File: config.mk
export PLATFORM = sky130hd
export DESIGN_NAME = seven_segment_scroll_scanner_unit
export DESIGN_NICKNAME = d
export VERILOG_FILES = /design/src/hw/rtl/sss_pkg.sv /design/src/hw/rtl/sss_ctrl.sv /design/src/hw/rtl/sss_datapath.sv /design/src/hw/rtl/seven_segment_scroll_scanner_unit.sv
export SDC_FILE = /design/constraint.sdc
export NUM_CORES = 1
export LEC_CHECK = 0
export ABC_AREA = 0
export BUFFER_PORTS_ARGS = -buffer_cell sky130_fd_sc_hd__buf_2
export CORE_UTILIZATION = 65
export CTS_CLUSTER_DIAMETER = 100
export CTS_CLUSTER_SIZE = 10
export DETAILED_ROUTE_END_ITERATION = 10
export PLACE_DENSITY_LB_ADDON = 0.1
export SLEW_MARGIN = 10
export SYNTH_ARGS = -nofsm -noshare
export SYNTH_HDL_FRONTEND = slang
export SYNTH_SLANG_ARGS = --single-unit
export TNS_END_PERCENT = 20
File: constraint.sdc
create_clock -name clk -period 9.71 [get_ports clk]
set_clock_uncertainty 0.05 [all_clocks]
set_input_delay 1.942 -clock clk [delete_from_list [all_inputs] [get_ports clk]]
set_output_delay 1.942 -clock clk [all_outputs]
set_load 0.005 [all_outputs]
File: src/hw/rtl/sss_pkg.sv
`timescale 1ns / 1ps

package sss_pkg;

  localparam int STORE_LEN_DEF = 16;
  localparam int DIGITS_DEF    = 4;

  localparam logic [8:0] INTERVAL_RESET = 9'd16;
  localparam logic [7:0] DOT_SEG        = 8'h80;

  typedef enum logic [3:0] {
    FUNC_TICK      = 4'd0,
    FUNC_PRINT     = 4'd1,
    FUNC_BEGIN     = 4'd2,
    FUNC_FILL      = 4'd3,
    FUNC_SET_DP    = 4'd4,
    FUNC_CLR_DP    = 4'd5,
    FUNC_SET_WIN   = 4'd6,
    FUNC_SHIFT_WIN = 4'd7,
    FUNC_SET_BASE  = 4'd8,
    FUNC_SCROLL_R  = 4'd9,
    FUNC_SCROLL_L  = 4'd10
  } func_t;

  typedef enum logic [1:0] {
    MODE_IDLE  = 2'd0,
    MODE_RIGHT = 2'd1,
    MODE_LEFT  = 2'd2
  } mode_t;

  typedef enum logic [2:0] {
    ADDR_HOLD      = 3'd0,
    ADDR_CALC      = 3'd1,
    ADDR_NEXT      = 3'd2,
    ADDR_PREV_CELL = 3'd3,
    ADDR_CURSOR    = 3'd4
  } addr_t;

  typedef enum logic [2:0] {
    CALC_BASE_OFF   = 3'd0,
    CALC_OFF        = 3'd1,
    CALC_WIN_OFF    = 3'd2,
    CALC_BASE_DIG   = 3'd3,
    CALC_BASE_M2    = 3'd4,
    CALC_BASE_PDIG2 = 3'd5,
    CALC_BASE_NDIG2 = 3'd6
  } calc_t;

  typedef enum logic [1:0] {
    WD_GLYPH   = 2'd0,
    WD_ZERO    = 2'd1,
    WD_OR_DOT  = 2'd2,
    WD_CLR_DOT = 2'd3
  } wdata_t;

  typedef enum logic [1:0] {
    CNT_HOLD = 2'd0,
    CNT_FILL = 2'd1,
    CNT_TWO  = 2'd2,
    CNT_DEC  = 2'd3
  } cnt_t;

  typedef enum logic [2:0] {
    UPD_NONE        = 3'd0,
    UPD_CURSOR      = 3'd1,
    UPD_WIN         = 3'd2,
    UPD_BASE        = 3'd3,
    UPD_BASE_RIGHT  = 3'd4,
    UPD_BASE_LEFT   = 3'd5,
    UPD_PRINT_PLAIN = 3'd6,
    UPD_PRINT_DOT   = 3'd7
  } upd_t;

  typedef struct packed {
    logic   latch;
    logic   tick;
    logic   emit;
    logic   rd;
    logic   wr;
    addr_t  addr;
    calc_t  calc;
    wdata_t wd;
    cnt_t   cnt;
    upd_t   upd;
  } dp_cmd_t;

  typedef struct packed {
    logic [3:0] func;
    logic       dot_merge;
    logic       cnt_zero;
    logic       out_free;
  } dp_stat_t;

  function automatic logic [7:0] glyph(input logic [7:0] ch);
    logic [7:0] seg;
    case (ch)
      8'h4F, 8'h30: seg = 8'h3F;
      8'h31:        seg = 8'h06;
      8'h32:        seg = 8'h5B;
      8'h33:        seg = 8'h4F;
      8'h34:        seg = 8'h66;
      8'h53, 8'h35: seg = 8'h6D;
      8'h36:        seg = 8'h7D;
      8'h37:        seg = 8'h07;
      8'h38:        seg = 8'h7F;
      8'h39:        seg = 8'h6F;
      8'h2E, 8'h2C: seg = 8'h80;
      8'h2D:        seg = 8'h40;
      8'h5F:        seg = 8'h08;
      8'h20:        seg = 8'h00;
      8'hB0:        seg = 8'h63;
      8'h43:        seg = 8'h39;
      8'h46:        seg = 8'h71;
      8'h4E:        seg = 8'h54;
      8'h44:        seg = 8'h5E;
      8'h50:        seg = 8'h73;
      8'h45:        seg = 8'h79;
      default:      seg = ch;
    endcase
    return seg;
  endfunction

endpackage

File: src/hw/rtl/sss_ctrl.sv
`timescale 1ns / 1ps

module sss_ctrl (
  input  logic              clk,
  input  logic              rst_n,
  input  logic              in_valid,
  output logic              in_ready,
  input  sss_pkg::dp_stat_t stat,
  output sss_pkg::dp_cmd_t  cmd
);

  typedef enum logic [8:0] {
    S_IDLE     = 9'b000000001,
    S_DISPATCH = 9'b000000010,
    S_READ     = 9'b000000100,
    S_MODIFY   = 9'b000001000,
    S_WRITE    = 9'b000010000,
    S_APPLY    = 9'b000100000,
    S_FILL     = 9'b001000000,
    S_REBASE   = 9'b010000000,
    S_EMIT     = 9'b100000000
  } state_t;

  state_t state_r, state_nxt;

  assign in_ready = (state_r == S_IDLE);

  always_comb begin
    state_nxt = state_r;
    cmd       = '{latch: 1'b0, tick: 1'b0, emit: 1'b0, rd: 1'b0, wr: 1'b0,
                  addr: sss_pkg::ADDR_HOLD, calc: sss_pkg::CALC_BASE_OFF,
                  wd: sss_pkg::WD_GLYPH, cnt: sss_pkg::CNT_HOLD,
                  upd: sss_pkg::UPD_NONE};
    unique case (state_r)
      S_IDLE: begin
        if (in_valid) begin
          cmd.latch = 1'b1;
          state_nxt = S_DISPATCH;
        end
      end
      S_DISPATCH: begin
        unique case (stat.func)
          sss_pkg::FUNC_TICK: begin
            cmd.tick  = 1'b1;
            state_nxt = S_EMIT;
          end
          sss_pkg::FUNC_PRINT: begin
            if (stat.dot_merge) begin
              cmd.addr  = sss_pkg::ADDR_PREV_CELL;
              state_nxt = S_READ;
            end else begin
              cmd.addr  = sss_pkg::ADDR_CURSOR;
              state_nxt = S_WRITE;
            end
          end
          sss_pkg::FUNC_BEGIN: begin
            cmd.addr  = sss_pkg::ADDR_CALC;
            cmd.calc  = sss_pkg::CALC_BASE_OFF;
            state_nxt = S_APPLY;
          end
          sss_pkg::FUNC_FILL: begin
            cmd.addr  = sss_pkg::ADDR_CALC;
            cmd.calc  = sss_pkg::CALC_BASE_OFF;
            cmd.cnt   = sss_pkg::CNT_FILL;
            state_nxt = S_FILL;
          end
          sss_pkg::FUNC_SET_DP, sss_pkg::FUNC_CLR_DP: begin
            cmd.addr  = sss_pkg::ADDR_CALC;
            cmd.calc  = sss_pkg::CALC_BASE_OFF;
            state_nxt = S_READ;
          end
          sss_pkg::FUNC_SET_WIN, sss_pkg::FUNC_SET_BASE: begin
            cmd.addr  = sss_pkg::ADDR_CALC;
            cmd.calc  = sss_pkg::CALC_OFF;
            state_nxt = S_APPLY;
          end
          sss_pkg::FUNC_SHIFT_WIN: begin
            cmd.addr  = sss_pkg::ADDR_CALC;
            cmd.calc  = sss_pkg::CALC_WIN_OFF;
            state_nxt = S_APPLY;
          end
          sss_pkg::FUNC_SCROLL_R: begin
            cmd.addr  = sss_pkg::ADDR_CALC;
            cmd.calc  = sss_pkg::CALC_BASE_DIG;
            cmd.cnt   = sss_pkg::CNT_TWO;
            state_nxt = S_FILL;
          end
          sss_pkg::FUNC_SCROLL_L: begin
            cmd.addr  = sss_pkg::ADDR_CALC;
            cmd.calc  = sss_pkg::CALC_BASE_M2;
            cmd.cnt   = sss_pkg::CNT_TWO;
            state_nxt = S_FILL;
          end
          default: begin
            state_nxt = S_IDLE;
          end
        endcase
      end
      S_READ: begin
        cmd.rd    = 1'b1;
        state_nxt = S_MODIFY;
      end
      S_MODIFY: begin
        cmd.wr    = 1'b1;
        cmd.wd    = (stat.func == sss_pkg::FUNC_CLR_DP) ? sss_pkg::WD_CLR_DOT
                                                        : sss_pkg::WD_OR_DOT;
        cmd.upd   = (stat.func == sss_pkg::FUNC_PRINT) ? sss_pkg::UPD_PRINT_DOT
                                                       : sss_pkg::UPD_NONE;
        state_nxt = S_IDLE;
      end
      S_WRITE: begin
        cmd.wr    = 1'b1;
        cmd.wd    = sss_pkg::WD_GLYPH;
        cmd.upd   = sss_pkg::UPD_PRINT_PLAIN;
        state_nxt = S_IDLE;
      end
      S_APPLY: begin
        unique case (stat.func)
          sss_pkg::FUNC_BEGIN:     cmd.upd = sss_pkg::UPD_CURSOR;
          sss_pkg::FUNC_SET_WIN,
          sss_pkg::FUNC_SHIFT_WIN: cmd.upd = sss_pkg::UPD_WIN;
          sss_pkg::FUNC_SET_BASE:  cmd.upd = sss_pkg::UPD_BASE;
          sss_pkg::FUNC_SCROLL_R:  cmd.upd = sss_pkg::UPD_BASE_RIGHT;
          sss_pkg::FUNC_SCROLL_L:  cmd.upd = sss_pkg::UPD_BASE_LEFT;
          default:                 cmd.upd = sss_pkg::UPD_NONE;
        endcase
        state_nxt = S_IDLE;
      end
      S_FILL: begin
        if (stat.cnt_zero) begin
          state_nxt = (stat.func == sss_pkg::FUNC_FILL) ? S_IDLE : S_REBASE;
        end else begin
          cmd.wr   = 1'b1;
          cmd.wd   = (stat.func == sss_pkg::FUNC_FILL) ? sss_pkg::WD_GLYPH
                                                       : sss_pkg::WD_ZERO;
          cmd.addr = sss_pkg::ADDR_NEXT;
          cmd.cnt  = sss_pkg::CNT_DEC;
        end
      end
      S_REBASE: begin
        cmd.addr  = sss_pkg::ADDR_CALC;
        cmd.calc  = (stat.func == sss_pkg::FUNC_SCROLL_R) ? sss_pkg::CALC_BASE_PDIG2
                                                          : sss_pkg::CALC_BASE_NDIG2;
        state_nxt = S_APPLY;
      end
      S_EMIT: begin
        if (stat.out_free) begin
          cmd.emit  = 1'b1;
          state_nxt = S_IDLE;
        end
      end
      default: begin
        state_nxt = S_IDLE;
      end
    endcase
  end

  always_ff @(posedge clk) begin
    if (!rst_n) begin
      state_r <= S_IDLE;
    end else begin
      state_r <= state_nxt;
    end
  end

endmodule

File: src/hw/rtl/sss_datapath.sv
`timescale 1ns / 1ps

module sss_datapath #(
  parameter int STORE_LEN = sss_pkg::STORE_LEN_DEF,
  parameter int DIGITS    = sss_pkg::DIGITS_DEF
) (
  input  logic              clk,
  input  logic              rst_n,
  input  sss_pkg::dp_cmd_t  cmd,
  output sss_pkg::dp_stat_t stat,
  input  logic [3:0]        in_func,
  input  logic signed [7:0] in_offset,
  input  logic [7:0]        in_char_code,
  input  logic [4:0]        in_fill_length,
  input  logic              cfg_wr_en,
  input  logic [8:0]        cfg_wr_data,
  output logic              out_valid,
  input  logic              out_ready,
  output logic [1:0]        out_digit_index,
  output logic [7:0]        out_segment_bits,
  output logic              out_frame_start,
  output logic              out_scrolling
);

  localparam int PW   = $clog2(STORE_LEN);
  localparam int DW   = (DIGITS > 1) ? $clog2(DIGITS) : 1;
  localparam int BIAS = STORE_LEN * ((128 + STORE_LEN - 1) / STORE_LEN);
  localparam logic [PW-1:0] LAST_CELL  = PW'(STORE_LEN - 1);
  localparam logic [DW-1:0] LAST_DIGIT = DW'(DIGITS - 1);
  localparam logic signed [9:0] B_DIG   = 10'(DIGITS);
  localparam logic signed [9:0] B_M2    = -10'sd2;
  localparam logic signed [9:0] B_PDIG2 = 10'(DIGITS + 2);
  localparam logic signed [9:0] B_NDIG2 = -10'(DIGITS + 2);

  function automatic logic [PW-1:0] cell_mod(input logic signed [9:0] s);
    logic [15:0] v;
    v = 16'($unsigned(s + 10'(BIAS)));
    for (int k = 5; k >= 0; k--) begin
      if (v >= 16'(STORE_LEN << k)) begin
        v = v - 16'(STORE_LEN << k);
      end
    end
    return v[PW-1:0];
  endfunction

  function automatic logic [PW-1:0] cell_next(input logic [PW-1:0] p);
    return (p == LAST_CELL) ? '0 : PW'(p + 1'b1);
  endfunction

  function automatic logic [PW-1:0] cell_prev(input logic [PW-1:0] p);
    return (p == '0) ? LAST_CELL : PW'(p - 1'b1);
  endfunction

  // item latch
  logic [3:0]        func_r;
  logic signed [7:0] off_r;
  logic [7:0]        char_r;
  logic [4:0]        len_r;

  // segment store with per-cell valid bits
  logic [7:0]           store_r [STORE_LEN];
  logic [STORE_LEN-1:0] valid_r;
  logic [7:0]           rdata_r;
  logic                 rvalid_r;

  logic [PW-1:0]      win_r, win_nxt;
  logic [PW-1:0]      base_r, base_nxt;
  logic [PW-1:0]      scan_rp_r, scan_rp_nxt;
  logic [DW-1:0]      scan_digit_r, scan_digit_nxt;
  sss_pkg::mode_t     mode_r, mode_nxt;
  logic [7:0]         scount_r, scount_nxt;
  logic [PW-1:0]      cursor_r, cursor_nxt;
  logic [PW-1:0]      prev_cell_r, prev_cell_nxt;
  logic               prev_dot_r, prev_dot_nxt;
  logic [8:0]         intv_r;
  logic [PW-1:0]      addr_r, addr_nxt;
  logic [4:0]         cnt_r, cnt_nxt;
  logic               out_valid_r;
  logic [DW-1:0]      tick_digit_r;
  logic               tick_first_r;
  logic [1:0]         out_digit_r;
  logic [7:0]         out_seg_r;
  logic               out_first_r;
  logic               out_scroll_r;

  logic [7:0]        glyph_seg;
  logic [7:0]        rseg;
  logic [7:0]        wdata;
  logic [PW-1:0]     rp;
  logic [PW-1:0]     raddr;
  logic [7:0]        top;
  logic signed [9:0] opa, opb;
  logic [PW-1:0]     calc_pos;

  assign glyph_seg = sss_pkg::glyph(char_r);
  assign rseg      = rvalid_r ? rdata_r : 8'h00;
  assign rp        = (scan_digit_r == '0) ? win_r : scan_rp_r;
  assign raddr     = cmd.tick ? rp : addr_r;

  assign stat.func      = func_r;
  assign stat.dot_merge = (glyph_seg == sss_pkg::DOT_SEG) && !prev_dot_r;
  assign stat.cnt_zero  = (cnt_r == '0);
  assign stat.out_free  = !out_valid_r || out_ready;

  assign out_valid        = out_valid_r;
  assign out_digit_index  = out_digit_r;
  assign out_segment_bits = out_seg_r;
  assign out_frame_start  = out_first_r;
  assign out_scrolling    = out_scroll_r;

  // frames per window move, clipped to 1..256
  always_comb begin
    if (intv_r == '0) begin
      top = 8'd0;
    end else if (intv_r[8] && (intv_r[7:0] != '0)) begin
      top = 8'hFF;
    end else begin
      top = 8'(intv_r - 9'd1);
    end
  end

  always_comb begin
    case (cmd.wd)
      sss_pkg::WD_GLYPH:   wdata = glyph_seg;
      sss_pkg::WD_ZERO:    wdata = 8'h00;
      sss_pkg::WD_OR_DOT:  wdata = rseg | sss_pkg::DOT_SEG;
      sss_pkg::WD_CLR_DOT: wdata = rseg & ~sss_pkg::DOT_SEG;
      default:             wdata = 8'h00;
    endcase
  end

  always_comb begin
    case (cmd.calc)
      sss_pkg::CALC_OFF:     opa = '0;
      sss_pkg::CALC_WIN_OFF: opa = $signed(10'(win_r));
      default:               opa = $signed(10'(base_r));
    endcase
    case (cmd.calc)
      sss_pkg::CALC_BASE_DIG:   opb = B_DIG;
      sss_pkg::CALC_BASE_M2:    opb = B_M2;
      sss_pkg::CALC_BASE_PDIG2: opb = B_PDIG2;
      sss_pkg::CALC_BASE_NDIG2: opb = B_NDIG2;
      default:                  opb = 10'(off_r);
    endcase
    calc_pos = cell_mod(opa + opb);
  end

  always_comb begin
    win_nxt        = win_r;
    base_nxt       = base_r;
    scan_rp_nxt    = scan_rp_r;
    scan_digit_nxt = scan_digit_r;
    mode_nxt       = mode_r;
    scount_nxt     = scount_r;
    cursor_nxt     = cursor_r;
    prev_cell_nxt  = prev_cell_r;
    prev_dot_nxt   = prev_dot_r;
    addr_nxt       = addr_r;
    cnt_nxt        = cnt_r;

    if (cmd.tick) begin
      scan_rp_nxt = cell_next(rp);
      if (scan_digit_r == LAST_DIGIT) begin
        scan_digit_nxt = '0;
        if (mode_r != sss_pkg::MODE_IDLE) begin
          if (scount_r >= top) begin
            scount_nxt = '0;
            if (win_r == base_r) begin
              mode_nxt = sss_pkg::MODE_IDLE;
            end else if (mode_r == sss_pkg::MODE_RIGHT) begin
              win_nxt = cell_next(win_r);
            end else begin
              win_nxt = cell_prev(win_r);
            end
          end else begin
            scount_nxt = scount_r + 8'd1;
          end
        end
      end else begin
        scan_digit_nxt = DW'(scan_digit_r + 1'b1);
      end
    end

    unique case (cmd.addr)
      sss_pkg::ADDR_HOLD:      addr_nxt = addr_r;
      sss_pkg::ADDR_CALC:      addr_nxt = calc_pos;
      sss_pkg::ADDR_NEXT:      addr_nxt = cell_next(addr_r);
      sss_pkg::ADDR_PREV_CELL: addr_nxt = prev_cell_r;
      sss_pkg::ADDR_CURSOR:    addr_nxt = cursor_r;
      default:                 addr_nxt = addr_r;
    endcase

    unique case (cmd.cnt)
      sss_pkg::CNT_HOLD: cnt_nxt = cnt_r;
      sss_pkg::CNT_FILL: cnt_nxt = (8'(len_r) > 8'(STORE_LEN)) ? 5'(STORE_LEN) : len_r;
      sss_pkg::CNT_TWO:  cnt_nxt = 5'd2;
      sss_pkg::CNT_DEC:  cnt_nxt = cnt_r - 5'd1;
      default:           cnt_nxt = cnt_r;
    endcase

    unique case (cmd.upd)
      sss_pkg::UPD_NONE: begin
      end
      sss_pkg::UPD_CURSOR: begin
        cursor_nxt    = addr_r;
        prev_cell_nxt = addr_r;
        prev_dot_nxt  = 1'b1;
      end
      sss_pkg::UPD_WIN: begin
        win_nxt = addr_r;
      end
      sss_pkg::UPD_BASE: begin
        base_nxt = addr_r;
      end
      sss_pkg::UPD_BASE_RIGHT: begin
        base_nxt = addr_r;
        mode_nxt = sss_pkg::MODE_RIGHT;
      end
      sss_pkg::UPD_BASE_LEFT: begin
        base_nxt = addr_r;
        mode_nxt = sss_pkg::MODE_LEFT;
      end
      sss_pkg::UPD_PRINT_PLAIN: begin
        prev_cell_nxt = cursor_r;
        cursor_nxt    = cell_next(cursor_r);
        prev_dot_nxt  = (glyph_seg == sss_pkg::DOT_SEG);
      end
      sss_pkg::UPD_PRINT_DOT: begin
        prev_cell_nxt = cursor_r;
        prev_dot_nxt  = 1'b1;
      end
      default: begin
      end
    endcase
  end

  always_ff @(posedge clk) begin
    if (!rst_n) begin
      win_r        <= '0;
      base_r       <= '0;
      scan_rp_r    <= '0;
      scan_digit_r <= '0;
      mode_r       <= sss_pkg::MODE_IDLE;
      scount_r     <= '0;
      cursor_r     <= '0;
      prev_cell_r  <= '0;
      prev_dot_r   <= 1'b1;
      intv_r       <= sss_pkg::INTERVAL_RESET;
      addr_r       <= '0;
      cnt_r        <= '0;
      valid_r      <= '0;
      out_valid_r  <= 1'b0;
    end else begin
      win_r        <= win_nxt;
      base_r       <= base_nxt;
      scan_rp_r    <= scan_rp_nxt;
      scan_digit_r <= scan_digit_nxt;
      mode_r       <= mode_nxt;
      scount_r     <= scount_nxt;
      cursor_r     <= cursor_nxt;
      prev_cell_r  <= prev_cell_nxt;
      prev_dot_r   <= prev_dot_nxt;
      addr_r       <= addr_nxt;
      cnt_r        <= cnt_nxt;
      if (cfg_wr_en) begin
        intv_r <= cfg_wr_data;
      end
      if (cmd.wr) begin
        valid_r[addr_r] <= 1'b1;
      end
      if (cmd.emit) begin
        out_valid_r <= 1'b1;
      end else if (out_ready) begin
        out_valid_r <= 1'b0;
      end
    end
  end

  always_ff @(posedge clk) begin
    if (cmd.wr) begin
      store_r[addr_r] <= wdata;
    end
    if (cmd.rd || cmd.tick) begin
      rdata_r  <= store_r[raddr];
      rvalid_r <= valid_r[raddr];
    end
  end

  always_ff @(posedge clk) begin
    if (cmd.latch) begin
      func_r <= in_func;
      off_r  <= in_offset;
      char_r <= in_char_code;
      len_r  <= in_fill_length;
    end
    if (cmd.tick) begin
      tick_digit_r <= scan_digit_r;
      tick_first_r <= (scan_digit_r == '0);
    end
    if (cmd.emit) begin
      out_digit_r  <= 2'(tick_digit_r);
      out_seg_r    <= rseg;
      out_first_r  <= tick_first_r;
      out_scroll_r <= (mode_r != sss_pkg::MODE_IDLE);
    end
  end

endmodule

File: src/hw/rtl/seven_segment_scroll_scanner_unit.sv
`timescale 1ns / 1ps
// scan tick: the cell is read in dispatch, then emit waits for a free output register
// commands: write or apply (print, window, base), read-modify-write (dot set/clear, dot merge)
// fill: length cells up to STORE_LEN, scroll start: two blank cells, via the single store write port
// the next item is taken while a tick result waits in the output register
// synchronous active-low reset; the store reads blank at once through per-cell valid bits
module seven_segment_scroll_scanner_unit #(
  parameter int STORE_LEN = sss_pkg::STORE_LEN_DEF,
  parameter int DIGITS    = sss_pkg::DIGITS_DEF
) (
  input  logic              clk,
  input  logic              rst_n,
  input  logic              in_valid,
  output logic              in_ready,
  input  logic [3:0]        in_func,
  input  logic signed [7:0] in_offset,
  input  logic [7:0]        in_char_code,
  input  logic [4:0]        in_fill_length,
  output logic              out_valid,
  input  logic              out_ready,
  output logic [1:0]        out_digit_index,
  output logic [7:0]        out_segment_bits,
  output logic              out_frame_start,
  output logic              out_scrolling,
  input  logic              cfg_wr_en,
  input  logic [8:0]        cfg_wr_data
);

  sss_pkg::dp_cmd_t  cmd;
  sss_pkg::dp_stat_t stat;

  sss_ctrl u_ctrl (
    .clk      (clk),
    .rst_n    (rst_n),
    .in_valid (in_valid),
    .in_ready (in_ready),
    .stat     (stat),
    .cmd      (cmd)
  );

  sss_datapath #(
    .STORE_LEN (STORE_LEN),
    .DIGITS    (DIGITS)
  ) u_datapath (
    .clk              (clk),
    .rst_n            (rst_n),
    .cmd              (cmd),
    .stat             (stat),
    .in_func          (in_func),
    .in_offset        (in_offset),
    .in_char_code     (in_char_code),
    .in_fill_length   (in_fill_length),
    .cfg_wr_en        (cfg_wr_en),
    .cfg_wr_data      (cfg_wr_data),
    .out_valid        (out_valid),
    .out_ready        (out_ready),
    .out_digit_index  (out_digit_index),
    .out_segment_bits (out_segment_bits),
    .out_frame_start  (out_frame_start),
    .out_scrolling    (out_scrolling)
  );

endmodule
**Word level (Yosys, flattened, before mapping)**

Memories as Yosys holds them, arrays and structs flattened. A register that Yosys moved wholly into a read port is not among the register bits.
Cells that the tools add are included.

- Output and inout bits: 14
- Memories: 1
- Memory bits (read-only): 0
- Input bits: 39
- Latch bits: 0
- Bits in writable memories: 128
- Logic and storage cells: 263
- Bits in registers: 118

Memory list:

| name | words | bits a word | rd ports | clocked after memory_dff | write ports | line | RTL |
|---|---|---|---|---|---|---|---|
| u_datapath.store_r | 16 | 8 | 1 | 1 | 1 | sss_datapath.sv:61 | `logic [7:0] store_r [STORE_LEN];` |

- Shifts and indexed selects: 0
- $mul: 0
- Add/subtract/negate cells: 17
- Equal/unequal tests: 78
- Bitwise logic cells: 1
- Reduce and logical (&&, ||, !) cells: 48
- Div/mod/pow operators: 0
- Multiplexer cells: 80
- $lt $le $gt $ge: 11

Operators by type and width:

| operator | count |
|---|---|
| case mux 8 bit (21 select lines) | 1 |
| == test 8 x 6 -> 1 bit, second input constant | 14 |
| 2-to-1 mux 16 bit | 5 |
| == test 8 x 7 -> 1 bit, second input constant | 9 |
| 2-to-1 mux 4 bit | 17 |
| case mux 9 bit (6 select lines) | 1 |
| case mux 9 bit (5 select lines) | 1 |
| case mux 10 bit (4 select lines) | 1 |
| 2-to-1 mux 8 bit | 4 |
| case mux 8 bit (4 select lines) | 1 |
| == test 4 bit, second input constant | 7 |
| 2-to-1 mux 9 bit | 3 |
| == test 3 bit, second input constant | 8 |
| case mux 4 bit (2 select lines) | 3 |
| OR reduction 2 bit | 10 |
| == test 3 x 2 -> 1 bit, second input constant | 6 |
| case mux 3 bit (3 select lines) | 2 |
| nonzero test 2 bit | 9 |
| adder 4 x 1 -> 4 bit, second input constant | 4 |
| == test 4 x 3 -> 1 bit, second input constant | 4 |
| == test 8 bit, second input constant | 2 |
| greater-or-equal comparator 16 x 5 -> 1 bit, second input constant | 1 |
| greater-or-equal comparator 16 x 6 -> 1 bit, second input constant | 1 |
| greater-or-equal comparator 16 x 7 -> 1 bit, second input constant | 1 |
| other kinds (65) | 120 |

**Depth between registers and ports, before layout**

Gate-level depths: netlist of run 1.

- Depth in word-level cells: 21
- Mapped depth: 15
- Depth with buffers taken out: 14

**By module**

From an unflattened synthesis of run 1, not the netlist that was laid out.

- Cell total of the unflattened synthesis: 1021
- Area, all modules: 12554.5 µm²

By module, submodules not included:

| module | cells an instance | area each (µm²) | times used |
|---|---|---|---|
| sss_datapath | 896 | 11563.6 | 1 |
| sss_ctrl | 125 | 991.0 | 1 |

**Least setup slack after synthesis of run 1**

No wires, ideal clock.

- Path kind: reg-to-reg
- Start point: register u_datapath.func_r[1]
- End point: register u_datapath.addr_r[3]
- Stages on the path, launching flop included: 15
- Path slack: 6.319 ns
- Data required time: 9.538 ns
- Arrival: 3.219 ns
- Library setup time: 0.122 ns
- Period minus slack after synthesis: 3.391 ns
- Cells stage by stage: edfxtp_1 nor3b_2 o21ai_0 a2bb2oi_1 nor2_1 o21ai_0 a22o_1 ha_1 a21o_1 a21oi_1 o211a_1 a31oi_1 a2111oi_0 nor3b_1 a311o_1

- Longest elaborated chain between the ends: 21
- Elaborated cells on any way between the ends: 51
- Classes of those cells: 8 x add/sub; 6 x order compare; 20 x eq/ne; 14 x mux; 3 x reduce/logical

Ends and longest elaborated chain:

| element | line | RTL |
|---|---|---|
| start: declaration | sss_datapath.sv:55 | `logic [3:0] func_r;` |
| start signal: assignment | sss_datapath.sv:291 | `func_r <= in_func;` |
| == test 4 x 3 -> 1 bit or == test 4 bit (tied branches) | sss_ctrl.sv:42 | `unique case (stat.func)` |
| OR reduction 2 bit | sss_ctrl.sv:42 |  |
| case mux 3 bit (4 select lines) | sss_ctrl.sv:42 |  |
| case mux 3 bit (2 select lines) | sss_ctrl.sv:34 | `unique case (state_r)` |
| == test 3 bit, or another cell as far along | sss_datapath.sv:138 | `case (cmd.calc)` |
| case mux 10 bit (4 select lines) or case mux 4 bit (2 select lines) (tied branches) | sss_datapath.sv:138, sss_datapath.sv:133 |  |
| adder 5 x 10 -> 10 bit | sss_datapath.sv:145 | `calc_pos = cell_mod(opa + opb);` |
| adder 10 x 9 -> 10 bit | sss_datapath.sv:37 | `v = 16'($unsigned(s + 10'(BIAS)));` |
| (+5 left out) | n/a |  |
| 2-to-1 mux 16 bit | sss_datapath.sv:39 | `if (v >= 16'(STORE_LEN << k)) begin` |
| subtractor 16 x 7 -> 16 bit or greater-or-equal comparator 16 x 7 -> 1 bit (tied branches) | sss_datapath.sv:40, sss_datapath.sv:39 |  |
| 2-to-1 mux 16 bit | sss_datapath.sv:39 |  |
| subtractor 16 x 6 -> 16 bit or greater-or-equal comparator 16 x 6 -> 1 bit (tied branches) | sss_datapath.sv:40, sss_datapath.sv:39 |  |
| 2-to-1 mux 16 bit | sss_datapath.sv:39 |  |
| greater-or-equal comparator 16 x 5 -> 1 bit or subtractor 4 x 1 -> 4 bit (tied branches) | sss_datapath.sv:39, sss_datapath.sv:40 |  |
| 2-to-1 mux 4 bit | sss_datapath.sv:39 |  |
| case mux 4 bit (4 select lines) | sss_datapath.sv:184 | `unique case (cmd.addr)` |
| end signal: assignment | sss_datapath.sv:263 | `addr_r <= addr_nxt;` |
| end: declaration | sss_datapath.sv:76 | `logic [PW-1:0] addr_r, addr_nxt;` |

Several ways; a longest one is shown, not always the timed one.
A chain may end at the register's enable or synchronous reset.

**Final worst setup path of run 1**

- Start point: register u_datapath.func_r[2]
- End point: register u_datapath.addr_r[3]

The elaborated chain is that of the path after synthesis.

==> flow_metrics.env, run 1 <==
export IMPL_synthArstFlopShare_pct=0
export IMPL_portBuffers=48
export IMPL_synth_area_mux_share_pct=5.372
export IMPL_synth_edf_count=173
export IMPL_first_global_vias=8557
export IMPL_cts_root_buf="clkbuf_16"
export IMPL_final_hold_violation_count=0
export IMPL_setup_slack_ps=5505
export IMPL_grt_ovfl_total=0
export IMPL_p_leak_nw=4.750
export IMPL_startpoint_type="flop"
export IMPL_cts_hold_buf=0
export IMPL_grt_first_pass_wirelength_mm=44.37
export IMPL_synth_compound_gate_area_share_pct=16.40
export IMPL_yosysUniqueCellTypes=88
export IMPL_powerDensity_nw_per_um2=167.6
export IMPL_crit_top_cell="o21ai_0"
export IMPL_dp_hpwl_mm=17.96
export IMPL_drtAntennaViolNets=0
export IMPL_synth_commonest_cells="173 x edfxtp_1, 81 x nor2_1, 77 x dfxtp_1"
export IMPL_crit_path_end_kind="flop"
export IMPL_yosys_area_share_simple_pct=16.07
export IMPL_n_antenna_cell=0
export IMPL_period_minus_slack_ps=4205
export IMPL_numClockSinks=250
export IMPL_syn2layout_area_growth_pct=9.413
export IMPL_die_w_um=140.7
export IMPL_rows=50
export IMPL_fin_crit_sh_pct=43.31
export IMPL_setup_tns_ps=0
export IMPL_path_clk_slew_ps=60
export IMPL_die_h_um=140.7
export IMPL_max_freq_mhz=237.8
export IMPL_finalPower_mw=2.293
export IMPL_cts_tree="built"
export IMPL_max_clock_path_buffers=3
export IMPL_yosysSeqAreaShare_pct=53.86
export IMPL_path_cells="nor3b_2 > o21ai_0 > a2bb2oi_1 > nor2_1 > o21ai_0 > a22o_1 > ha_1 > a21o_1 > a21oi_1 > o211a_1 > a31oi_1 > a2111oi_0 > nor3b_1 > a311o_1"
export IMPL_drv_cap=0
export IMPL_synth_xor_area_share_pct=1.400
export IMPL_first_iter_violations=715
export IMPL_synth_top_family_by_area="compound AO/OA/AOI/OAI gates"
export IMPL_dr_pass1_iters=6
export IMPL_die_area_um2=19800
export IMPL_drc=0
export IMPL_vias=9101
export IMPL_min_path_type="flop to flop"
export IMPL_ys_warn_count=0
export IMPL_grt_setup_unrepaired="false"
export IMPL_grt_max_degree=73
export IMPL_post_cts_buffers=0
export IMPL_cts_resized=0
export IMPL_worstMarginPinSlew_ps=1269
export IMPL_cp_arrival_ps=4590
export IMPL_post_dp_cell_area_um2=12860
export IMPL_yosysTopAreaCell="edfxtp_1"
export IMPL_postRouteWirelength_mm=27.41
export IMPL_drive_gt1_share_pct=10.77
export IMPL_clock_latency_ps=550
export IMPL_worstSetupPathType="flop to flop"
export IMPL_initial_core_util_pct=66.65
export IMPL_yosys_top_cells_area="edfxtp_1 42%, dfxtp_1 12%, o211ai_1 4.6%, mux2_1 2.8%, nand3b_1 2.6%"
export IMPL_cpPeakStageDelay_ps=620
export IMPL_coreArea_um2=18770
export IMPL_worstPathRequired_ps=10090
export IMPL_antenna_found_initial=0
export IMPL_cts_htree_levels=1
export IMPL_synth_fa_ha_area_share_pct=2.661
export IMPL_final_cells=1423
export IMPL_relSlewSlack_pct=15.39
export IMPL_ir_drop_v=0.0001575
export IMPL_r2r_setup_slack_ps=5500
export IMPL_crit_slowest_cell="edfxtp_1"
export IMPL_synthCells=1138
export IMPL_viasPerCell=6.396
export IMPL_routabilityCongestion=0.8923
export IMPL_track_usage_pct=28.42
export IMPL_post_place_ws_ps=5634
export IMPL_worstPathMaxFanout=16
export IMPL_finalInstanceArea_um2=13690
export IMPL_ioPinCount=53
export IMPL_status="finished, final reports clean"
export IMPL_synth_area_um2=12510
export IMPL_syn_nets=1203
export IMPL_synth_seq_cells=250
export IMPL_synth_top_cell_area_share_pct=41.53
export IMPL_layout_nets=1233
export IMPL_cts_inserted_buffers=28
export IMPL_wl_per_cell_um=19.26
export IMPL_synthFlopType="edfxtp_1"
export IMPL_place_inst=1371
export IMPL_whs_ps=386.7
export IMPL_yosysMostFrequentCell="edfxtp_1"
export IMPL_avgSynthCellArea_um2=10.99
export IMPL_finalSetupViolations=0
export IMPL_slew_violations=0
export IMPL_fin_util_pct=72.92
-- state kept, by name, indices dropped and copies added (netlist names), 5 cells and up --
| name | flops |
|---|---|
| u_datapath.scount_r | 8 |
| u_datapath.cnt_r | 5 |
| u_datapath.char_r | 8 |
| u_datapath.intv_r | 9 |
| u_datapath.valid_r | 16 |
| u_ctrl.state_r | 9 |
| u_datapath.out_segment_bits | 8 |
| u_datapath.len_r | 5 |
| u_datapath.store_r | 128 |
| u_datapath.rdata_r | 8 |
-- metal layers --
metal  wire (µm)  vias to the layer above  GRT usage [%]
met5           0                        -              0
met4         622                        0          8.524
met3        1678                       50          3.533
met2       13060                      330          47.08
met1       12040                     4378          39.45
li1            -                     4343              -
-- final timing paths --
| check | from | to | cells past startpoint |
|---|---|---|---|
| max | u_datapath.func_r[2]$_DFFE_PP_ | u_datapath.addr_r[3]$_SDFFE_PN0P_ | 14 |
| min | u_datapath.tick_digit_r[0]$_DFFE_PP_ | u_datapath.out_digit_index[0]$_DFFE_PP_ | 0 |
| max reg2reg | u_datapath.func_r[2]$_DFFE_PP_ | u_datapath.addr_r[3]$_SDFFE_PN0P_ | 14 |
| min reg2reg | u_datapath.tick_digit_r[0]$_DFFE_PP_ | u_datapath.out_digit_index[0]$_DFFE_PP_ | 0 |
-- layout make-up --
class	count	area (µm²)
Clock buffer	50	783.3
Clock inverter	1	30.03
Fill cell	1349	5082
Inverter	66	247.7
Multi-Input combinational cell	763	5273
Sequential cell	250	6736
Tap cell	234	292.8
Timing Repair Buffer	59	322.8
-- worst max-delay path: cells and delay by family, from the launching register on --
kind,cells,cell delay [ps]
compound gates,10,2260
simple gates,3,880
flops,1,620
fa+ha+maj,1,280
-- cells in the final DEF (no fill, tap or decap), types with 5 or more instances in the layout --
| master | synthesis | layout |
|---|---|---|
| or2_2 | 5 | 5 |
| inv_1 | 66 | 66 |
| o211ai_1 | 76 | 76 |
| buf_2 | 15 | 48 |
| a211oi_1 | 14 | 14 |
| nand3b_1 | 44 | 44 |
| clkbuf_1 | 35 | 22 |
| buf_4 | 3 | 11 |
| and2_1 | 13 | 13 |
| edfxtp_1 | 173 | 173 |
| ha_1 | 25 | 25 |
| xor2_1 | 13 | 13 |
| nand2b_1 | 10 | 10 |
| mux2_1 | 31 | 31 |
| o21a_1 | 23 | 23 |
| nor2_1 | 81 | 81 |
| o21ai_0 | 40 | 40 |
| o21ai_1 | 5 | 5 |
| nand3_1 | 24 | 24 |
| nor2b_1 | 12 | 11 |
| mux2i_1 | 21 | 21 |
| nand2_1 | 73 | 73 |
| a21oi_1 | 56 | 55 |
| xnor2_1 | 7 | 7 |
| a22o_1 | 9 | 9 |
| clkbuf_16 | 0 | 28 |
| mux2_2 | 10 | 10 |
| a31oi_1 | 7 | 7 |
| nor3_1 | 21 | 20 |
| or3_1 | 5 | 5 |
| nor4_1 | 6 | 6 |
| a21o_1 | 9 | 9 |
| dfxtp_1 | 77 | 77 |
| nand4_1 | 20 | 20 |
| nor3b_1 | 7 | 7 |
-- cell families (layout without fill, tap and decap cells) --
logic type / count (synthesis) / after routing
and+or+nand+nor: 359 / 359
AOI/OAI and AO/OA: 296 / 296
DFF: 250 / 250
buffers and inverters: 125 / 176
muxes: 62 / 62
adders and majority gates: 26 / 26
xor gates and xnor gates: 20 / 20
-- power breakdown --
part           total (mW)  switching, mW  internal [mW]
logic               0.154          0.100         0.0544
clock network       0.944          0.402          0.542
registers            1.20         0.0256           1.17
total                2.29          0.527           1.77
Note: power is estimated with default switching activity, not from simulation.
==> run 2, diff against run 1 <==
Settings changed: ABC_AREA 0 to 1, CORE_UTILIZATION 65 to 62.
Clock period 9.71 ns to 4.2 ns, I/O delays scaled along.
==> flow_metrics.env, run 2 <==
export IMPL_cts_root_buf="clkbuf_16"
export IMPL_synth_commonest_cells="266 x nand2_1, 211 x inv_1, 173 x edfxtp_1"
export IMPL_top_register="u_datapath.store_r"
export IMPL_r2r_cells=8
export IMPL_cts_resized=0
export IMPL_yosys_top_cells_area="edfxtp_1 42%, dfxtp_1 12%, nand2_1 8.0%, inv_1 6.3%, nor2_1 5.0%"
export IMPL_syn2layout_area_growth_pct=11.07
export IMPL_nFillCells=1521
export IMPL_cts_inserted_buffers=28
export IMPL_avgSynthCellArea_um2=8.905
export IMPL_worstPathRequired_ps=4280
export IMPL_finalSetupViolations=0
export IMPL_layout_nets=1527
export IMPL_synth_seq_cells=250
export IMPL_cts_htree_levels=1
export IMPL_mostFrequentLayoutCell="nand2_1"
export IMPL_min_path_type="flop to flop"
export IMPL_ir_drop_v=0.0002838
export IMPL_slew_violations=0
export IMPL_die_area_um2=20720
export IMPL_powerDensity_nw_per_um2=410.1
export IMPL_crit_path_end_kind="flop"
export IMPL_p_leak_nw=5.970
export IMPL_cts_tree="built"
export IMPL_clock_latency_ps=550
export IMPL_yosysMostFrequentCell="nand2_1"
export IMPL_setup_tns_ps=0
export IMPL_initial_core_util_pct=63.77
export IMPL_syn_nets=1468
export IMPL_drv_cap=0
export IMPL_status="finished, final reports clean"
export IMPL_routabilityCongestion=0.9168
export IMPL_grt_first_pass_wirelength_mm=43.77
export IMPL_synthCells=1403
export IMPL_first_global_vias=9012
export IMPL_worstPathMaxFanout=16
export IMPL_synth_edf_count=173
export IMPL_largest_reg_flops=128
export IMPL_die_h_um=144.0
export IMPL_fin_crit_sh_pct=80.93
export IMPL_drtAntennaViolNets=0
export IMPL_synthFlopType="edfxtp_1"
export IMPL_dr_pass1_iters=6
export IMPL_reg_largest_list="u_datapath.store_r x128, u_datapath.valid_r x16"
export IMPL_vias=9633
export IMPL_antenna_found_initial=0
export IMPL_grt_max_degree=56
export IMPL_ioPinCount=53
export IMPL_wl_per_cell_um=15.63
export IMPL_final_hold_violation_count=0
export IMPL_cts_hold_buf=0
export IMPL_place_inst=1697
export IMPL_final_cell_mix="266 x nand2_1, 211 x inv_1, 173 x edfxtp_1, 165 x nor2_1, 91 x nand3_1"
export IMPL_startpoint_type="flop"
export IMPL_dp_hpwl_mm=18.51
export IMPL_grt_setup_unrepaired="false"
export IMPL_n_antenna_cell=0
export IMPL_synth_top_cell_area_share_pct=41.58
export IMPL_cp_arrival_ps=3480
export IMPL_portBuffers=48
export IMPL_viasPerCell=5.514
export IMPL_numClockSinks=250
export IMPL_die_w_um=144.0
export IMPL_yosysSeqAreaShare_pct=53.92
export IMPL_path_clk_slew_ps=60
export IMPL_grt_ovfl_total=0
export IMPL_first_iter_violations=823
export IMPL_drc=0
export IMPL_worstSetupPathType="flop to flop"
export IMPL_post_cts_buffers=0
export IMPL_drive_gt1_share_pct=11.54
export IMPL_coreArea_um2=19590
export IMPL_worstMarginPinSlew_ps=1150
export IMPL_yosysUniqueCellTypes=55
export IMPL_rows=51
export IMPL_min_path_cells=0
export IMPL_postRouteWirelength_mm=27.31
export IMPL_synth_area_um2=12490
export IMPL_relSlewSlack_pct=23.31
export IMPL_final_cells=1747
export IMPL_max_clock_path_buffers=3
export IMPL_track_usage_pct=27.08
export IMPL_max_freq_mhz=294.2
export IMPL_synthArstFlopShare_pct=0
export IMPL_period_minus_slack_ps=3399
export IMPL_ys_warn_count=0
export IMPL_yosysTopAreaCell="edfxtp_1"
==> run 2: cell count changes after synthesis, moves of 20 or more <==
cell      previous run  this run
inv_1               66       211
mux2_1              31         0
mux2i_1             21         1
nand2_1             73       266
nand2_2              0        20
nand3_1             24        91
nand3b_1            44         1
nor2_1              81       166
o21a_1              23         3
==> run 2: layer usage <==
layer / up-vias / GRT usage (%) / routed length [µm]
met5: - / 0 / 0
met4: 0 / 8.791 / 558
met3: 52 / 3.232 / 1619
met2: 312 / 45.84 / 13090
met1: 4429 / 36.19 / 12040
li1: 4840 / - / -
==> run 2: cell type report <==
class | instances | area (µm²) | share of cell area [%]
clock buffer | 49 | 779.5 | 5.618
clock inverter | 1 | 30.03 | 0.2164
inverter | 228 | 855.8 | 6.168
multi-input combinational | 887 | 4747 | 34.21
sequential | 250 | 6736 | 48.55
tap | 265 | 331.6 | 2.390
timing repair buffer | 67 | 395.4 | 2.849
==> run 2: kinds of logic (layout without fill, tap and decap cells) <==
logic type                 Yosys count  count (layout)  share of synthesized area, %
and+or+nand+nor                    623             623                         22.68
buffers and inverters              266             345                         8.212
DFF                                250             250                         53.92
AOI/OAI and AO/OA                  220             220                         11.25
adders and majority gates           26              26                         2.664
xor gates and xnor gates            17              17                         1.192
muxes                                1               1                       0.08012
==> run 2: report_power, final <==
| group | switching [mW] | internal, mW | leakage (nW) |
|---|---|---|---|
| sequential | 0.0396 | 2.78 | 2.19 |
| combinational | 0.490 | 0.199 | 3.40 |
| clock | 0.937 | 1.25 | 0.381 |
==> run 2: worst max-delay path, cell delays in order (launching register included) <==
cell     delay [ps]
dfxtp_1         320
nor2_1          170
nand2_1         200
nor4_1          410
inv_1           160
nor2_2          400
inv_1           170
o21ai_1         550
o22ai_1         550
==> run 2: path summary, 6_finish.rpt <==
check / from / endpoint / slack, ps
hold reg to reg: u_datapath.tick_digit_r[1]$_DFFE_PP_ / u_datapath.out_digit_index[1]$_DFFE_PP_ / 380
hold / removal: u_datapath.tick_digit_r[1]$_DFFE_PP_ / u_datapath.out_digit_index[1]$_DFFE_PP_ / 380
setup reg to reg: u_ctrl.state_r[2]$_SDFFE_PN0P_ / u_datapath.store_r[13][0]$_DFFE_PP_ / 800
setup / recovery: u_ctrl.state_r[2]$_SDFFE_PN0P_ / u_datapath.store_r[13][0]$_DFFE_PP_ / 800
==> run 2: metrics by stage <==
stage | area (µm²) | hold WS [ps] | util (%) | setup slack [ps] | total power [mW]
2_1_floorplan | 12490 | 350.3 | - | 1429 | 3.344
3_3_place_gp | 13060 | 364.8 | 66.67 | 941.6 | 3.531
3_5_place_dp | 13060 | 376.5 | 66.67 | 917.3 | 3.547
4_1_cts | 13870 | 387.6 | 70.80 | 898.8 | 5.716
5_1_grt | 13880 | 399.8 | 70.83 | 502.1 | 5.906
6_report | 13880 | 382.1 | 70.83 | 800.9 | 5.690
==> run 3, diff against run 2 <==
Clock period 4.2 ns to 3.3 ns, I/O delays scaled along.
==> flow_metrics.env, run 3 (synthesis gave the netlist of run 2 again) <==
export IMPL_status="finished, final reports clean"
export IMPL_nFillCells=1491
export IMPL_pwr_share_seq_pct=49.2
export IMPL_clkPwrFrac_pct=37.8
export IMPL_cts_hold_buf=0
export IMPL_cts_tree="built"
export IMPL_grt_max_degree=49
export IMPL_startpoint_type="flop"
export IMPL_wl_met2_mm=13.06
export IMPL_place_inst=1722
export IMPL_switching_share_pct=25.61
export IMPL_final_hold_violation_count=0
export IMPL_grt_ovfl_total=0
export IMPL_routabilityCongestion=0.9306
export IMPL_relSlewSlack_pct=19.71
export IMPL_setup_tns_ps=0
export IMPL_ir_drop_v=0.0004232
export IMPL_final_cell_mix="265 x nand2_1, 210 x inv_1, 173 x edfxtp_1, 158 x nor2_1, 90 x nand3_1"
export IMPL_first_global_vias=9155
export IMPL_top_layer="met4"
export IMPL_powerDensity_nw_per_um2=514.8
export IMPL_met3_length_mm=1.347
export IMPL_antenna_found_initial=0
export IMPL_p_sw_mw=1.862
export IMPL_cts_root_buf="clkbuf_16"
export IMPL_drt_met1_wl_mm=12.20
export IMPL_largest_reg_flops=128
export IMPL_crit_path_end_kind="flop"
export IMPL_p_leak_nw=6.119
export IMPL_reg_largest_list="u_datapath.store_r x128, u_datapath.valid_r x16"
export IMPL_die_w_um=144.0
export IMPL_worstSetupPathType="flop to flop"
export IMPL_vias=9845
export IMPL_drc=0
export IMPL_mostFrequentLayoutCell="nand2_1"
export IMPL_syn2layout_area_growth_pct=13.07
export IMPL_max_freq_mhz=325.0
export IMPL_ioPinCount=53
export IMPL_drtAntennaViolNets=0
export IMPL_postRouteWirelength_mm=27.26
export IMPL_slew_violations=0
export IMPL_top_register="u_datapath.store_r"
export IMPL_coreArea_um2=19590
export IMPL_n_antenna_cell=0
export IMPL_period_minus_slack_ps=3077
export IMPL_max_clock_path_buffers=3
export IMPL_die_h_um=144.0
export IMPL_cts_htree_levels=1
export IMPL_clock_latency_ps=540
export IMPL_intPower_mw=5.410
export IMPL_fin_crit_sh_pct=93.23
export IMPL_die_area_um2=20720
export IMPL_cp_arrival_ps=3450
export IMPL_path_clk_slew_ps=60
export IMPL_worstPathRequired_ps=3680
export IMPL_dr_pass1_iters=5
export IMPL_min_path_type="primary input to flop"
export IMPL_rows=51
export IMPL_worstMarginPinSlew_ps=1204
export IMPL_finalSetupViolations=0
export IMPL_grt_first_pass_wirelength_mm=44.59
export IMPL_numClockSinks=250
export IMPL_cts_inserted_buffers=28
export IMPL_finalPower_mw=7.272
export IMPL_portBuffers=48
export IMPL_wl_per_cell_um=15.35
export IMPL_worstPathMaxFanout=4
export IMPL_dp_hpwl_mm=18.97
export IMPL_combinationalPowerShare_pct=13.1
export IMPL_initial_core_util_pct=63.77
export IMPL_viasPerCell=5.543
export IMPL_drive_gt1_share_pct=13.96
export IMPL_drv_cap=0
export IMPL_layout_nets=1555
export IMPL_track_usage_pct=27.56
export IMPL_first_iter_violations=672
export IMPL_final_cells=1776
[run 3: worst paths after layout]
kind	from	end	slack (ps)	cells past startpoint
worst max-delay path	u_datapath.func_r[2]$_DFFE_PP_	u_datapath.addr_r[3]$_SDFFE_PN0P_	220	21
worst min-delay path	in_offset[0]	u_datapath.off_r[0]$_DFFE_PP_	240	1
worst max register to register	u_datapath.func_r[2]$_DFFE_PP_	u_datapath.addr_r[3]$_SDFFE_PN0P_	220	21
worst min register to register	u_datapath.tick_first_r$_DFFE_PP_	u_datapath.out_frame_start$_DFFE_PP_	380	0
[run 3: final cells by class]
type,count,area [µm²],share of cell area [%]
clock buffers,50,783.3,5.545
inverters,228,855.8,6.058
clock inverters,1,16.27,0.1151
well taps,265,331.6,2.347
multi-input cells,887,4785,33.87
flip-flops and latches,250,6736,47.69
repair buffers,95,618.1,4.376
[run 3: critical path, stage by stage (launching register included)]
cell and delay, ps:
edfxtp_1 450, nor2_2 190, inv_1 70, nor2_1 180
inv_1 80, nand2_1 110, o21ai_2 80, o211ai_1 280
inv_1 130, o22ai_1 140, ha_1 290, nand2_1 80
nand2_1 50, a31oi_1 130, inv_1 70, xor2_1 160
xnor2_1 160, nand2_1 60, nand2_1 80, nand2_1 50
inv_1 50, nor2_1 40
[run 3: metrics by stage]
| stage | setup slack (ps) | instance area, µm² | utilization, % | hold slack (ps) |
|---|---|---|---|---|
| 2_1_floorplan | 529.1 | 12490 | - | 350.3 |
| 3_3_place_gp | 245.5 | 13260 | 67.69 | 365.2 |
| 3_5_place_dp | 170.3 | 13260 | 67.69 | 371.1 |
| 4_1_cts | 151.1 | 14060 | 71.77 | 233.3 |
| 5_1_grt | -3.378 | 14130 | 72.11 | 234.2 |
| 6_report | 223.4 | 14130 | 72.11 | 244.6 |
[run 3: power by group through the flow]
| stage | registers [mW] | logic, mW | clock network (mW) |
|---|---|---|---|
| after CTS | 3.57 | 0.935 | 2.79 |
| after global routing | 3.58 | 1.06 | 2.90 |
| after detailed placement | 3.64 | 0.929 | 0 |
| after floorplan | 3.63 | 0.627 | 0 |
| after global placement | 3.64 | 0.907 | 0 |
| final | 3.58 | 0.951 | 2.75 |
[run 3: layer usage]
| metal | GRT usage [%] | up-vias |
|---|---|---|
| met4 | 8.287 | 0 |
| met2 | 46.78 | 301 |
| met1 | 37.25 | 4593 |
| met3 | 2.866 | 49 |
| li1 | - | 4902 |
| met5 | 0 | - |
[run 3: what timing repair did]
action                                  CTS  global route
gates resized for setup                   0            15
endpoints found under the setup margin    0             8
buffers inserted                          0             2
